## src/sv/edf_pkg.sv

```systemverilog
// edf_pkg: shared types, status codes and constants for the deadline scheduler
// no dependencies
package edf_pkg;

  localparam int SlotsDef    = 16;
  localparam int TimeBitsDef = 16;
  localparam logic [15:0] HorizonReset = 16'd100;

  typedef enum logic [2:0] {
    ST_RELEASED = 3'd0,
    ST_FULL     = 3'd1,
    ST_BAD      = 3'd2,
    ST_RAN      = 3'd3,
    ST_IDLE     = 3'd4,
    ST_HORIZON  = 3'd5
  } status_t;

  typedef enum logic [1:0] {
    FS_IDLE,
    FS_SWEEP,
    FS_EXEC,
    FS_OUT
  } fsm_t;

  typedef struct packed {
    logic        req_type;
    logic [15:0] job_id;
    logic [15:0] exec_time;
    logic [15:0] deadline_abs;
    logic [15:0] job_period;
    logic        is_periodic_job;
  } in_req_t;

  typedef struct packed {
    logic [2:0]  status;
    logic [15:0] out_job_id;
    logic [3:0]  slot_index;
    logic [15:0] remaining_after;
    logic [15:0] dyn_deadline_out;
    logic        completed;
    logic        missed;
    logic        preempted;
    logic [15:0] time_now;
  } out_res_t;

endpackage

```

## src/sv/edf_cell.sv

```systemverilog
// edf_cell: one job slot plus one registered stage of the running-minimum chain
// depends on edf_pkg
module edf_cell import edf_pkg::*; #(
  parameter int SLOTS     = SlotsDef,
  parameter int TIME_BITS = TimeBitsDef,
  parameter int IDX       = 0
) (
  input  logic                     clk,
  input  logic                     rst_n,
  input  logic [TIME_BITS-1:0]     now_i,
  // deadline roll at the start of a tick
  input  logic                     roll_i,
  // write of a new job
  input  logic                     wr_i,
  input  logic [15:0]              wr_job_i,
  input  logic [15:0]              wr_rem_i,
  input  logic [TIME_BITS-1:0]     wr_base_i,
  input  logic [TIME_BITS-1:0]     wr_period_i,
  input  logic                     wr_per_i,
  // execution of one unit on the selected slot
  input  logic                     run_i,
  input  logic                     exclude_i,
  // chain in from lower slot
  input  logic                     bv_i,
  input  logic [$clog2(SLOTS)-1:0] bidx_i,
  input  logic [TIME_BITS-1:0]     bdl_i,
  output logic                     bv_o,
  output logic [$clog2(SLOTS)-1:0] bidx_o,
  output logic [TIME_BITS-1:0]     bdl_o,
  output logic                     valid_o,
  output logic [15:0]              job_o,
  output logic [15:0]              rem_o,
  output logic [TIME_BITS-1:0]     dyn_o,
  output logic [TIME_BITS-1:0]     base_o
);
  localparam int IW = $clog2(SLOTS);
  localparam logic [TIME_BITS-1:0] TMax = {TIME_BITS{1'b1}};

  logic                 valid_r;
  logic [15:0]          job_r, rem_r;
  logic [TIME_BITS-1:0] dyn_r, base_r, period_r;
  logic                 per_r;
  logic [TIME_BITS:0]   roll_sum;
  logic                 take;
  logic                 bv_r;
  logic [IW-1:0]        bidx_r;
  logic [TIME_BITS-1:0] bdl_r;

  // saturating deadline roll
  assign roll_sum = {1'b0, dyn_r} + {1'b0, period_r};

  // chain compare: strictly earlier wins, so ties stay with the lower slot
  assign take = valid_r && !exclude_i && (!bv_i || dyn_r < bdl_i);

  // chain stage register toward the next slot
  always_ff @(posedge clk) begin
    if (!rst_n) begin
      bv_r   <= 1'b0;
      bidx_r <= '0;
      bdl_r  <= '0;
    end else begin
      bv_r   <= bv_i | take;
      bidx_r <= take ? IW'(IDX) : bidx_i;
      bdl_r  <= take ? dyn_r : bdl_i;
    end
  end

  assign bv_o   = bv_r;
  assign bidx_o = bidx_r;
  assign bdl_o  = bdl_r;

  always_ff @(posedge clk) begin
    if (!rst_n) begin
      valid_r <= 1'b0;
    end else if (wr_i) begin
      valid_r <= 1'b1;
    end else if (run_i && rem_r <= 16'd1) begin
      valid_r <= 1'b0;
    end
  end

  // slot payload
  always_ff @(posedge clk) begin
    if (wr_i) begin
      job_r    <= wr_job_i;
      rem_r    <= wr_rem_i;
      dyn_r    <= wr_base_i;
      base_r   <= wr_base_i;
      period_r <= wr_period_i;
      per_r    <= wr_per_i;
    end else begin
      if (roll_i && valid_r && per_r && now_i >= dyn_r) begin
        dyn_r <= roll_sum[TIME_BITS] ? TMax : roll_sum[TIME_BITS-1:0];
      end
      if (run_i && rem_r != 16'd0) begin
        rem_r <= rem_r - 16'd1;
      end
    end
  end

  assign valid_o = valid_r;
  assign job_o   = job_r;
  assign rem_o   = rem_r;
  assign dyn_o   = dyn_r;
  assign base_o  = base_r;
endmodule

```

## src/sv/edf_preemptive_scheduler.sv

```systemverilog
// edf_preemptive_scheduler: earliest-deadline-first job table, one result per request
// depends on edf_pkg and edf_cell; one request at a time
// release and horizon ticks: the request passes through the sweep, exec and output states
// scheduling ticks: roll, then the sweep waits for the registered chain to settle before exec
// and output; a new request is taken only once the result leaves, so output stalls hold it back
// synchronous active-low reset: time 0, table empty, nothing running, horizon 100
module edf_preemptive_scheduler import edf_pkg::*; #(
  parameter int SLOTS     = SlotsDef,
  parameter int TIME_BITS = TimeBitsDef
) (
  input  logic        clk,
  input  logic        rst_n,
  input  logic        in_valid,
  output logic        in_stall,
  input  in_req_t     in_data,
  output logic        out_valid,
  input  logic        out_stall,
  output out_res_t    out_data,
  input  logic        cfg_we,
  input  logic [15:0] cfg_wdata
);
  localparam int IW = $clog2(SLOTS);
  localparam int CW = $clog2(SLOTS + 1);
  localparam logic [CW-1:0] SweepLast = CW'(SLOTS);
  localparam logic [TIME_BITS-1:0] TMax = {TIME_BITS{1'b1}};

  fsm_t state_r, state_nxt;
  in_req_t req_r;
  out_res_t res_r, res_nxt;
  logic [15:0] horizon_r;
  logic [TIME_BITS-1:0] now_r, now_nxt;
  logic [IW-1:0] run_slot_r, run_slot_nxt;
  logic run_valid_r, run_valid_nxt;
  logic [CW-1:0] cnt_r, cnt_nxt;
  logic [IW-1:0] free_r, free_nxt;
  logic free_v_r, free_v_nxt;

  logic [SLOTS:0]       cbv;
  logic [IW-1:0]        cbidx [SLOTS+1];
  logic [TIME_BITS-1:0] cbdl  [SLOTS+1];
  logic [SLOTS-1:0]     cvalid, cwr, crun;
  logic [15:0]          cjob [SLOTS];
  logic [15:0]          crem [SLOTS];
  logic [TIME_BITS-1:0] cdyn [SLOTS];
  logic [TIME_BITS-1:0] cbase [SLOTS];

  logic accept, is_tick, hz, rel_bad, roll, do_wr, do_run;
  logic [TIME_BITS:0] base_sum;
  logic [TIME_BITS-1:0] base_val, per_val, dl_abs;
  logic [TIME_BITS:0] fin;
  logic [IW-1:0] pick;
  logic pick_v, pick_pre;

  assign accept  = in_valid && !in_stall;
  assign is_tick = !req_r.req_type;
  assign hz      = {{(32-TIME_BITS){1'b0}}, now_r} >= {16'd0, horizon_r};
  assign rel_bad = req_r.exec_time == 16'd0 ||
                   (req_r.is_periodic_job && req_r.job_period == 16'd0);

  // release deadline, clamped to the time range
  always_comb begin
    per_val = '0;
    dl_abs  = '0;
    for (int b = 0; b < TIME_BITS; b++) begin
      if (b < 16) begin
        per_val[b] = req_r.job_period[b];
        dl_abs[b]  = req_r.deadline_abs[b];
      end
    end
    if (TIME_BITS < 16 && (req_r.deadline_abs >> TIME_BITS) != 16'd0) dl_abs = TMax;
    if (TIME_BITS < 16 && (req_r.job_period >> TIME_BITS) != 16'd0) per_val = TMax;
  end
  assign base_sum = {1'b0, now_r} + {1'b0, per_val};
  assign base_val = req_r.is_periodic_job ?
                    (base_sum[TIME_BITS] ? TMax : base_sum[TIME_BITS-1:0]) : dl_abs;

  assign roll   = state_r == FS_SWEEP && cnt_r == '0 && is_tick && !hz;
  assign do_wr  = state_r == FS_EXEC && !is_tick && !rel_bad && free_v_r;
  assign do_run = state_r == FS_EXEC && is_tick && !hz && pick_v;

  // row of slot cells with the registered minimum chain threaded through
  assign cbv[0]   = 1'b0;
  assign cbidx[0] = '0;
  assign cbdl[0]  = '0;
  generate
    for (genvar g = 0; g < SLOTS; g++) begin : g_cell
      assign cwr[g]  = do_wr && free_r == IW'(g);
      assign crun[g] = do_run && pick == IW'(g);
      edf_cell #(.SLOTS(SLOTS), .TIME_BITS(TIME_BITS), .IDX(g)) u_cell (
        .clk, .rst_n,
        .now_i(now_r), .roll_i(roll),
        .wr_i(cwr[g]), .wr_job_i(req_r.job_id), .wr_rem_i(req_r.exec_time),
        .wr_base_i(base_val), .wr_period_i(per_val), .wr_per_i(req_r.is_periodic_job),
        .run_i(crun[g]),
        .exclude_i(run_valid_r && run_slot_r == IW'(g)),
        .bv_i(cbv[g]), .bidx_i(cbidx[g]), .bdl_i(cbdl[g]),
        .bv_o(cbv[g+1]), .bidx_o(cbidx[g+1]), .bdl_o(cbdl[g+1]),
        .valid_o(cvalid[g]), .job_o(cjob[g]), .rem_o(crem[g]),
        .dyn_o(cdyn[g]), .base_o(cbase[g])
      );
    end
  endgenerate

  // lowest free slot
  always_comb begin
    free_v_nxt = 1'b0;
    free_nxt   = '0;
    for (int k = SLOTS - 1; k >= 0; k--) begin
      if (!cvalid[k]) begin
        free_v_nxt = 1'b1;
        free_nxt   = IW'(k);
      end
    end
  end

  // next state: scheduling ticks wait for the chain to settle after the roll
  always_comb begin
    state_nxt = state_r;
    case (state_r)
      FS_IDLE:  if (accept) state_nxt = FS_SWEEP;
      FS_SWEEP: if (!is_tick || hz || cnt_r == SweepLast) state_nxt = FS_EXEC;
      FS_EXEC:  state_nxt = FS_OUT;
      FS_OUT:   if (!out_stall) state_nxt = FS_IDLE;
      default:  state_nxt = FS_IDLE;
    endcase
  end

  // handshake outputs
  always_comb begin
    in_stall  = (state_r != FS_IDLE);
    out_valid = (state_r == FS_OUT);
  end

  // sweep cycle counter
  assign cnt_nxt = (state_r == FS_SWEEP) ? cnt_r + CW'(1) : '0;

  // pick from the settled chain: preempt only on a strictly earlier deadline
  always_comb begin
    pick = run_slot_r;
    pick_v = run_valid_r && cvalid[run_slot_r];
    pick_pre = 1'b0;
    if (pick_v) begin
      if (cbv[SLOTS] && cbdl[SLOTS] < cdyn[run_slot_r]) begin
        pick = cbidx[SLOTS];
        pick_pre = 1'b1;
      end
    end else if (cbv[SLOTS]) begin
      pick = cbidx[SLOTS];
      pick_v = 1'b1;
    end
  end

  // result, time and running slot
  always_comb begin
    res_nxt = res_r;
    now_nxt = now_r;
    run_slot_nxt = run_slot_r;
    run_valid_nxt = run_valid_r;
    fin = {1'b0, now_r} + {{TIME_BITS{1'b0}}, 1'b1};
    if (roll && !cvalid[run_slot_r]) run_valid_nxt = 1'b0;
    if (state_r == FS_EXEC) begin
      res_nxt = '0;
      res_nxt.time_now = 16'(now_r);
      if (!is_tick) begin
        if (rel_bad) res_nxt.status = ST_BAD;
        else if (!free_v_r) res_nxt.status = ST_FULL;
        else begin
          res_nxt.status = ST_RELEASED;
          res_nxt.out_job_id = req_r.job_id;
          res_nxt.slot_index = 4'(free_r);
          res_nxt.remaining_after = req_r.exec_time;
          res_nxt.dyn_deadline_out = 16'(base_val);
        end
      end else if (hz) begin
        res_nxt.status = ST_HORIZON;
      end else begin
        now_nxt = fin[TIME_BITS] ? TMax : fin[TIME_BITS-1:0];
        if (pick_v) begin
          res_nxt.status = ST_RAN;
          res_nxt.out_job_id = cjob[pick];
          res_nxt.slot_index = 4'(pick);
          res_nxt.remaining_after = (crem[pick] != 16'd0) ? crem[pick] - 16'd1 : 16'd0;
          res_nxt.dyn_deadline_out = 16'(cdyn[pick]);
          res_nxt.preempted = pick_pre;
          run_slot_nxt = pick;
          run_valid_nxt = 1'b1;
          if (crem[pick] <= 16'd1) begin
            res_nxt.completed = 1'b1;
            res_nxt.missed = fin > {1'b0, cbase[pick]};
            run_valid_nxt = 1'b0;
          end
        end else begin
          res_nxt.status = ST_IDLE;
        end
      end
    end
  end

  always_ff @(posedge clk) begin
    if (!rst_n) begin
      state_r <= FS_IDLE;
      horizon_r <= HorizonReset;
      now_r <= '0;
      run_slot_r <= '0;
      run_valid_r <= 1'b0;
      cnt_r <= '0;
      free_r <= '0;
      free_v_r <= 1'b0;
      res_r <= '0;
    end else begin
      state_r <= state_nxt;
      if (cfg_we) horizon_r <= cfg_wdata;
      now_r <= now_nxt;
      run_slot_r <= run_slot_nxt;
      run_valid_r <= run_valid_nxt;
      cnt_r <= cnt_nxt;
      free_r <= free_nxt;
      free_v_r <= free_v_nxt;
      res_r <= res_nxt;
    end
  end

  // request capture
  always_ff @(posedge clk) begin
    if (accept) begin
      req_r <= in_data;
    end
  end

  assign out_data = res_r;
endmodule

```

## config.mk

```make
export PLATFORM = sky130hd
export DESIGN_NAME = edf_preemptive_scheduler
export DESIGN_NICKNAME = d
export VERILOG_FILES = /design/src/sv/edf_pkg.sv /design/src/sv/edf_cell.sv /design/src/sv/edf_preemptive_scheduler.sv
export SDC_FILE = /design/constraint.sdc
export NUM_CORES = 2
export LEC_CHECK = 0
export BUFFER_PORTS_ARGS = -buffer_cell sky130_fd_sc_hd__buf_4
export CORE_MARGIN = 2
export CORE_UTILIZATION = 38
export CTS_CLUSTER_DIAMETER = 50
export DETAILED_ROUTE_END_ITERATION = 6
export PLACE_DENSITY_LB_ADDON = 0.2
export SETUP_SLACK_MARGIN = 0.3
export SKIP_LAST_GASP = 1
export SLEW_MARGIN = 20
export SYNTH_ARGS = -nofsm -noshare
export SYNTH_HDL_FRONTEND = slang
export SYNTH_SLANG_ARGS = --single-unit
```

## constraint.sdc

```tcl
create_clock -name clk -period 16.3 [get_ports clk]
set_input_delay 3.26 -clock clk [delete_from_list [all_inputs] [get_ports clk]]
set_output_delay 3.26 -clock clk [all_outputs]
set_load 0.005 [all_outputs]
```

## Word-level counts from Yosys, hierarchy flattened

Cells that the tools add are included.

- Register bits: 1828
- Output and inout bits: 76
- Memories: 0
- Input port bits: 87
- Bits in latches: 0
- Logic and storage cells: 904
- Memory bits (writable): 0
- Bits in read-only memories: 0

- Divide/modulo/power cells: 0
- Bitwise logic cells: 20
- Order comparisons: 54
- Reduce and logical (&&, ||, !) cells: 322
- $mul: 0
- Muxes and demuxes: 222
- Equal/unequal tests: 52
- Add/subtract/negate cells: 36
- Shift-type cells: 0

Operator list:

| kind | number |
|---|---|
| 16-bit 2-to-1 mux | 109 |
| 16-bit binary-select mux with 4-bit select | 5 |
| 16-bit by 16-bit adder with 17-bit output | 17 |
| 16-bit greater-or-equal comparator | 17 |
| 16-bit by 1-bit less-or-equal comparator with 1-bit output, second input constant | 17 |
| 16-bit nonzero test | 17 |
| 16-bit by 1-bit subtractor with 16-bit output, second input constant | 17 |
| 16-bit less-than comparator | 16 |
| 1-bit logical AND | 173 |
| 55-bit 2-to-1 mux | 3 |
| 52-bit 2-to-1 mux | 2 |
| 2-bit nonzero test | 49 |
| 4-bit equality test, second input constant | 24 |
| 4-bit 2-to-1 mux | 19 |
| 1-bit 2-to-1 mux | 62 |
| 4-bit by 3-bit equality test with 1-bit output, second input constant | 12 |
| 1-bit logical NOT | 36 |
| 3-bit 2-to-1 mux | 12 |
| 16-bit logical NOT | 2 |
| 2-bit OR reduction | 13 |
| 4-bit by 2-bit equality test with 1-bit output, second input constant | 6 |
| 1-bit logical OR | 18 |
| 16-bit by 1-bit adder with 17-bit output, second input constant | 1 |
| 17-bit by 16-bit > comparator with 1-bit output | 1 |
| other kinds (22) | 58 |

## Logic depth before layout (Yosys ltp)

- Depth after elaboration: 18
- Mapped depth: 43
- Gate-level depth less buffers: 30

## Cells and area by module

From an unflattened synthesis, not the netlist that was laid out.

- Cells, all modules: 10608
- Area total of the unflattened synthesis: 107908.5 µm²

Modules (own cells, without submodules):

| module | seq. area each (µm²) | times used | cells an instance | area an instance (µm²) |
|---|---|---|---|---|
| edf_cell (g_cell[10].u_cell ...) | 2872.8 | 5 | 474 | 5400.2 |
| edf_cell (g_cell[11].u_cell ...) | 2872.8 | 4 | 475 | 5397.7 |
| edf_preemptive_scheduler | 4444.3 | 1 | 2997 | 21389.3 |
| edf_cell (g_cell[1].u_cell ...) | 2872.8 | 3 | 474 | 5397.7 |
| edf_cell (g_cell[9].u_cell) | 2872.8 | 1 | 485 | 5469.0 |
| edf_cell (g_cell[8].u_cell) | 2872.8 | 1 | 486 | 5462.7 |
| edf_cell (g_cell[0].u_cell) | 2872.8 | 1 | 474 | 5403.9 |
| edf_cell (g_cell[15].u_cell) | 2872.8 | 1 | 474 | 5398.9 |

## Least setup slack after synthesis

No wires, ideal clock.

- Path type: reg2reg
- Start point: reg run_slot_r[0]
- End point: reg res_r, in the netlist out_data[17]
- Path slack: 6.791 ns
- Data required time: 16.172 ns
- Library setup time: 0.128 ns
- Stages on the path, launching flop included: 44
- Path buffers: 13
- Period minus slack after synthesis: 9.509 ns
- Arrival time: 9.382 ns
- Cells stage by stage: dfxtp_1 > buf_6 > buf_4 > buf_1 > clkbuf_1 > clkbuf_1 > buf_1 > mux4_2 > mux4_2 > inv_1 > ha_1 > a211o_1 > a221oi_1 > o21a_1 > mux2i_1 > a21oi_4 > mux2i_1 > buf_6 > [8 not listed] > nand3_1 > o211ai_1 > o21ai_0 > ha_1 > nor2b_1 > o21a_1 > o21a_1 > o21a_1 > o21a_1 > o21a_1 > o21a_1 > o21a_1 > o21ai_0 > a21boi_0 > a2111oi_0 > o21ai_0 > a22oi_1 > nor2_1

- Cells in the longest elaborated chain, start to end: 17
- Elaborated cells on any way between the ends: 26
- Those cells by class: 3 x order compare; 19 x mux; 2 x bitwise; 2 x reduce/logical

Ends and longest elaborated chain:

| element | RTL line | RTL |
|---|---|---|
| from (decl) | edf_preemptive_scheduler.sv:32 | `logic [IW-1:0] run_slot_r, run_slot_nxt;` |
| from (signal assigned) | edf_preemptive_scheduler.sv:214 | `run_slot_r <= run_slot_nxt;` |
| 4-bit NOT with 5-bit output (implied by the code) | edf_preemptive_scheduler.sv:143 | `if (cbv[SLOTS] && cbdl[SLOTS] < cdyn[run_slot_r]) begin` |
| 16-bit binary-select mux with 4-bit select | edf_preemptive_scheduler.sv:143 |  |
| 16-bit 2-to-1 mux (implied by the code) (2 in series) | edf_preemptive_scheduler.sv:143 |  |
| 16-bit less-than comparator | edf_preemptive_scheduler.sv:143 |  |
| 1-bit logical AND | edf_preemptive_scheduler.sv:143 |  |
| 4-bit 2-to-1 mux | edf_preemptive_scheduler.sv:143 |  |
| 4-bit 2-to-1 mux | edf_preemptive_scheduler.sv:142 | `if (pick_v) begin` |
| 4-bit NOT with 5-bit output (implied by the code) | edf_preemptive_scheduler.sv:187, edf_preemptive_scheduler.sv:189 |  |
| 16-bit binary-select mux with 4-bit select (on tied branches) | edf_preemptive_scheduler.sv:189, edf_preemptive_scheduler.sv:187 |  |
| 16-bit 2-to-1 mux (on tied branches) (2 in series) | edf_preemptive_scheduler.sv:189, edf_preemptive_scheduler.sv:187 |  |
| 17-bit by 16-bit > comparator with 1-bit output or 16-bit by 1-bit less-or-equal comparator with 1-bit output (tied branches) | edf_preemptive_scheduler.sv:189, edf_preemptive_scheduler.sv:187 |  |
| 2-bit 2-to-1 mux | edf_preemptive_scheduler.sv:187 | `if (crem[pick] <= 16'd1) begin` |
| 55-bit 2-to-1 mux (*) | edf_preemptive_scheduler.sv:178 | `if (pick_v) begin` |
| 55-bit 2-to-1 mux (*) | edf_preemptive_scheduler.sv:174 | `end else if (hz) begin` |
| 3-bit 2-to-1 mux (*) | edf_preemptive_scheduler.sv:164 | `if (!is_tick) begin` |
| to (signal assigned) | edf_preemptive_scheduler.sv:219 | `res_r <= res_nxt;` |
| to (decl) | edf_preemptive_scheduler.sv:29 | `out_res_t res_r, res_nxt;` |

Mark *: on every way between the ends. The rest lies on a longest branch, timed or not. The select of a mux whose other input is x is not followed.
A chain may end at the register's enable or synchronous reset.

## Final worst setup path

Ends and elaborated chain as after synthesis.

==> impl_results.md <==
- Filler cell count: 25257
- Vias: roughly 80000
- Layout cell share with drive strength beyond 1: 11.72%
- Port bufs: 162
- Row cnt: 191
- VDD IR max: 0.1255 mV
- Maxcap violations: 0
- Non-Filler Instances: 13795
- Crit path launch: run_slot_r[0]$_SDFFE_PN0P_
- Cts hold-fix bufs: 0
- Yosys reg bits: 1822
- Post-Layout Inst Area: 118900 sq um
- Cell family with most CP delay: compound AO/OA/AOI/OAI gates
- Routed wire per std cell: 28.71 um
- Yosys cell types: 77
- Share of the synthesized area in the top cell type: 39.65%
- Critical path fanouts, max: between 100 and 150
- PD cells: 107.5 nW/um^2
- Die width: 525.0 um
- First drt pass iteration count: 7
- Worst slew margin: 9.851%
- Setup slack after layout: 5776 ps
- Critical Path RT: about 17000 ps
- Mapped Nets: ~11000
- Clock sink count: 1822
- Most frequent CP cell: o21a_1
- Largest net degree at the start of global routing: between 150 and 200
- Final WL: just under 400000 um
- Leading area contributor after synthesis: edfxtp_1
- Clock root buffer: clkbuf_16
- GRT overflow: 0
- Final min period: 10520 ps
- DP Worst Slack: 5844 ps
- Critical path's largest stage delay: between 800 and 900 ps
- Critical path class: reg -> reg
- CP Capture Type: flop
- Util after Layout: 44.00%
- Initial antenna violation count: between 40 and 50
- Clk slew on worst S/H paths: ~60 ps
- Leak: roughly 46 nW
- Die area: around 280000 sq um
- Outcome: completed
- Reg2reg start: run_slot_r[0]$_SDFFE_PN0P_
- Cell area after placement: 109300 sq um
- Most common cell in the netlist: edfxtp_1
- RSZ-0062 raised after global routing: no
- DRC: 0
- Mean area per synthesized cell: 10.57 sq um
- Final setup fails: 0
- Vias per cell: 5.787
- Setup Buffers After CTS: 0
- Netlist Area Pre-Place: 103100 sq um
- Initial Utilization: 38.16%
- Arrival time worst endpoint: roughly 11000 ps
- Layout area overhead: 15.31%
- Die Ht: 525.0 um
- Synth Warn #: 0
- Slowest CP cell: dfxtp_4
- Hold Crit Start: g_cell[7].u_cell.bidx_o[0]$_SDFF_PN0_
- Dpl cells: about 13000
- Synth top area cells: edfxtp_1 (40%), ha_1 (10%), dfxtp_1 (8.9%)
- Synth async-reset ratio: 0%
- Top post-synthesis cells by count: edfxtp_1 (1362), nand2_1 (1138), ha_1 (843), nor2_1 (772), inv_1 (750)
- Final ANT Viol Nets: 0
- CP startpoint kind: flop
- Tcrit/Tclk final: 64.57%
- Placeable core area: between 200000 and 300000 sq um
- Total Power: 12.79 mW
- Slew Limit Fails: 0
- Post-synth EDFFs: 1362
- First-pass GRT wire length: 561700 um
- Cts repair resizes: 0
- Final GP Congestion: 0.9586
- F_max: 95.02 MHz
- Htree depth: 5
- Main synth FF type: edfxtp_1
- Setup_tns: 0 ps
- TritonCTS buffer count: 277
- Slew @ Worst Pin: about 1300 ps
- DR iter-0 viols: between 8000 and 9000
- Synth Instances: approximately 9800
- DP HPWL: 274900 um
- Nets@finish: between 10000 and 15000
- Sequential share of the synthesized area: roughly half
- Clock Skews: around 75 ps
- Global Route Usage Sum: 27.98%
- Final Hold Fails: 0
- Number of global-route vias before repair: ~77000
- CTS tree: yes
- Min-delay worst type: reg -> reg
- I/O Pins: around 160
- CP bufs+invs: 5
- Worst hold slack: 415.1 ps
- Clock Path Buffers: 4
- Worst-Skew Late Latency: 920 ps
[final timing paths]
check                                                        endpoint  slack, ps  cells past startpoint
worst min register to register  g_cell[8].u_cell.bidx_o[0]$_SDFF_PP0_        420                      2
worst min-delay path            g_cell[8].u_cell.bidx_o[0]$_SDFF_PP0_        420                      2
worst max-delay path                        out_data[17]$_SDFFE_PN0P_       5780                     34
worst max register to register              out_data[17]$_SDFFE_PN0P_       5780                     34
[worst register-to-register path: cells and delay by family (launching register included)]
kind | cells | cell delay, ps
AOI/OAI and AO/OA | 18 | 3340
adders and majority gates | 2 | 620
buffers and inverters | 5 | 2810
DFF | 1 | 860
muxes | 4 | 2240
and+or+nand+nor | 5 | 520
[power breakdown]
part | internal (mW) | switching, mW | total [mW]
combinational | 0.271 | 1.02 | 1.29
sequential | 5.20 | 0.0958 | 5.30
clock | 3.73 | 2.47 | 6.20
[placed cells by master, fill, tap and decap left out, drive strengths merged, types with 301 or more instances in the layout]
cell / n
inv: 797
ha: 843
mux2i: 340
nor2: 772
buf: 418
xnor2: 301
nand2: 1138
clkbuf: 332
o21ai: 530
a21o: 303
dfxtp: 460
edfxtp: 1362
nand3: 377
[cell families (layout without fill, tap and decap cells)]
kind of cell / after synthesis / in the layout / share of synthesized area [%]
other: 0 / 19 / 0
AOI/OAI and AO/OA: 2038 / 2038 / 13.26
DFF: 1822 / 1822 / 48.58
muxes: 541 / 541 / 7.426
buffers and inverters: 1235 / 1679 / 4.593
xor gates and xnor gates: 400 / 400 / 3.397
and+or+nand+nor: 2866 / 2866 / 12.19
adders and majority gates: 860 / 860 / 10.56
[cell type report]
| class | instances | area, sq um | area share, % |
|---|---|---|---|
| inverters | 751 | 2867 | 2.410 |
| repair buffers | 418 | 3188 | 2.681 |
| clock buffers | 332 | 7416 | 6.235 |
| multi-input cells | 6705 | 48670 | 40.92 |
| diodes | 19 | 47.55 | 0.03998 |
| flip-flops and latches | 1822 | 50140 | 42.16 |
| clock inverters | 178 | 2133 | 1.794 |
| well taps | 3570 | 4467 | 3.756 |
[routing by layer]
| metal | up-vias | track usage (%) | share of wire (%) |
|---|---|---|---|
| met2 | 3440 | 45.09 | 46 |
| met3 | 960 | 4.557 | 7.5 |
| met1 | 39371 | 35.65 | 40 |
| met5 | - | 0 | 0.034 |
| li1 | 36037 | - | - |
| met4 | 18 | 15.89 | 6.5 |
[registers in the layout (all words and copies together), names as in the netlist, 34 cells and up]
name                    count
g_cell.u_cell.base_o      256
g_cell.u_cell.bdl_o       256
g_cell.u_cell.dyn_o       256
g_cell.u_cell.job_o       256
g_cell.u_cell.period_r    256
g_cell.u_cell.rem_o       256
out_data                   74
g_cell.u_cell.bidx_o       49
req_r                      34
Power figures use the tool's default switching activity.
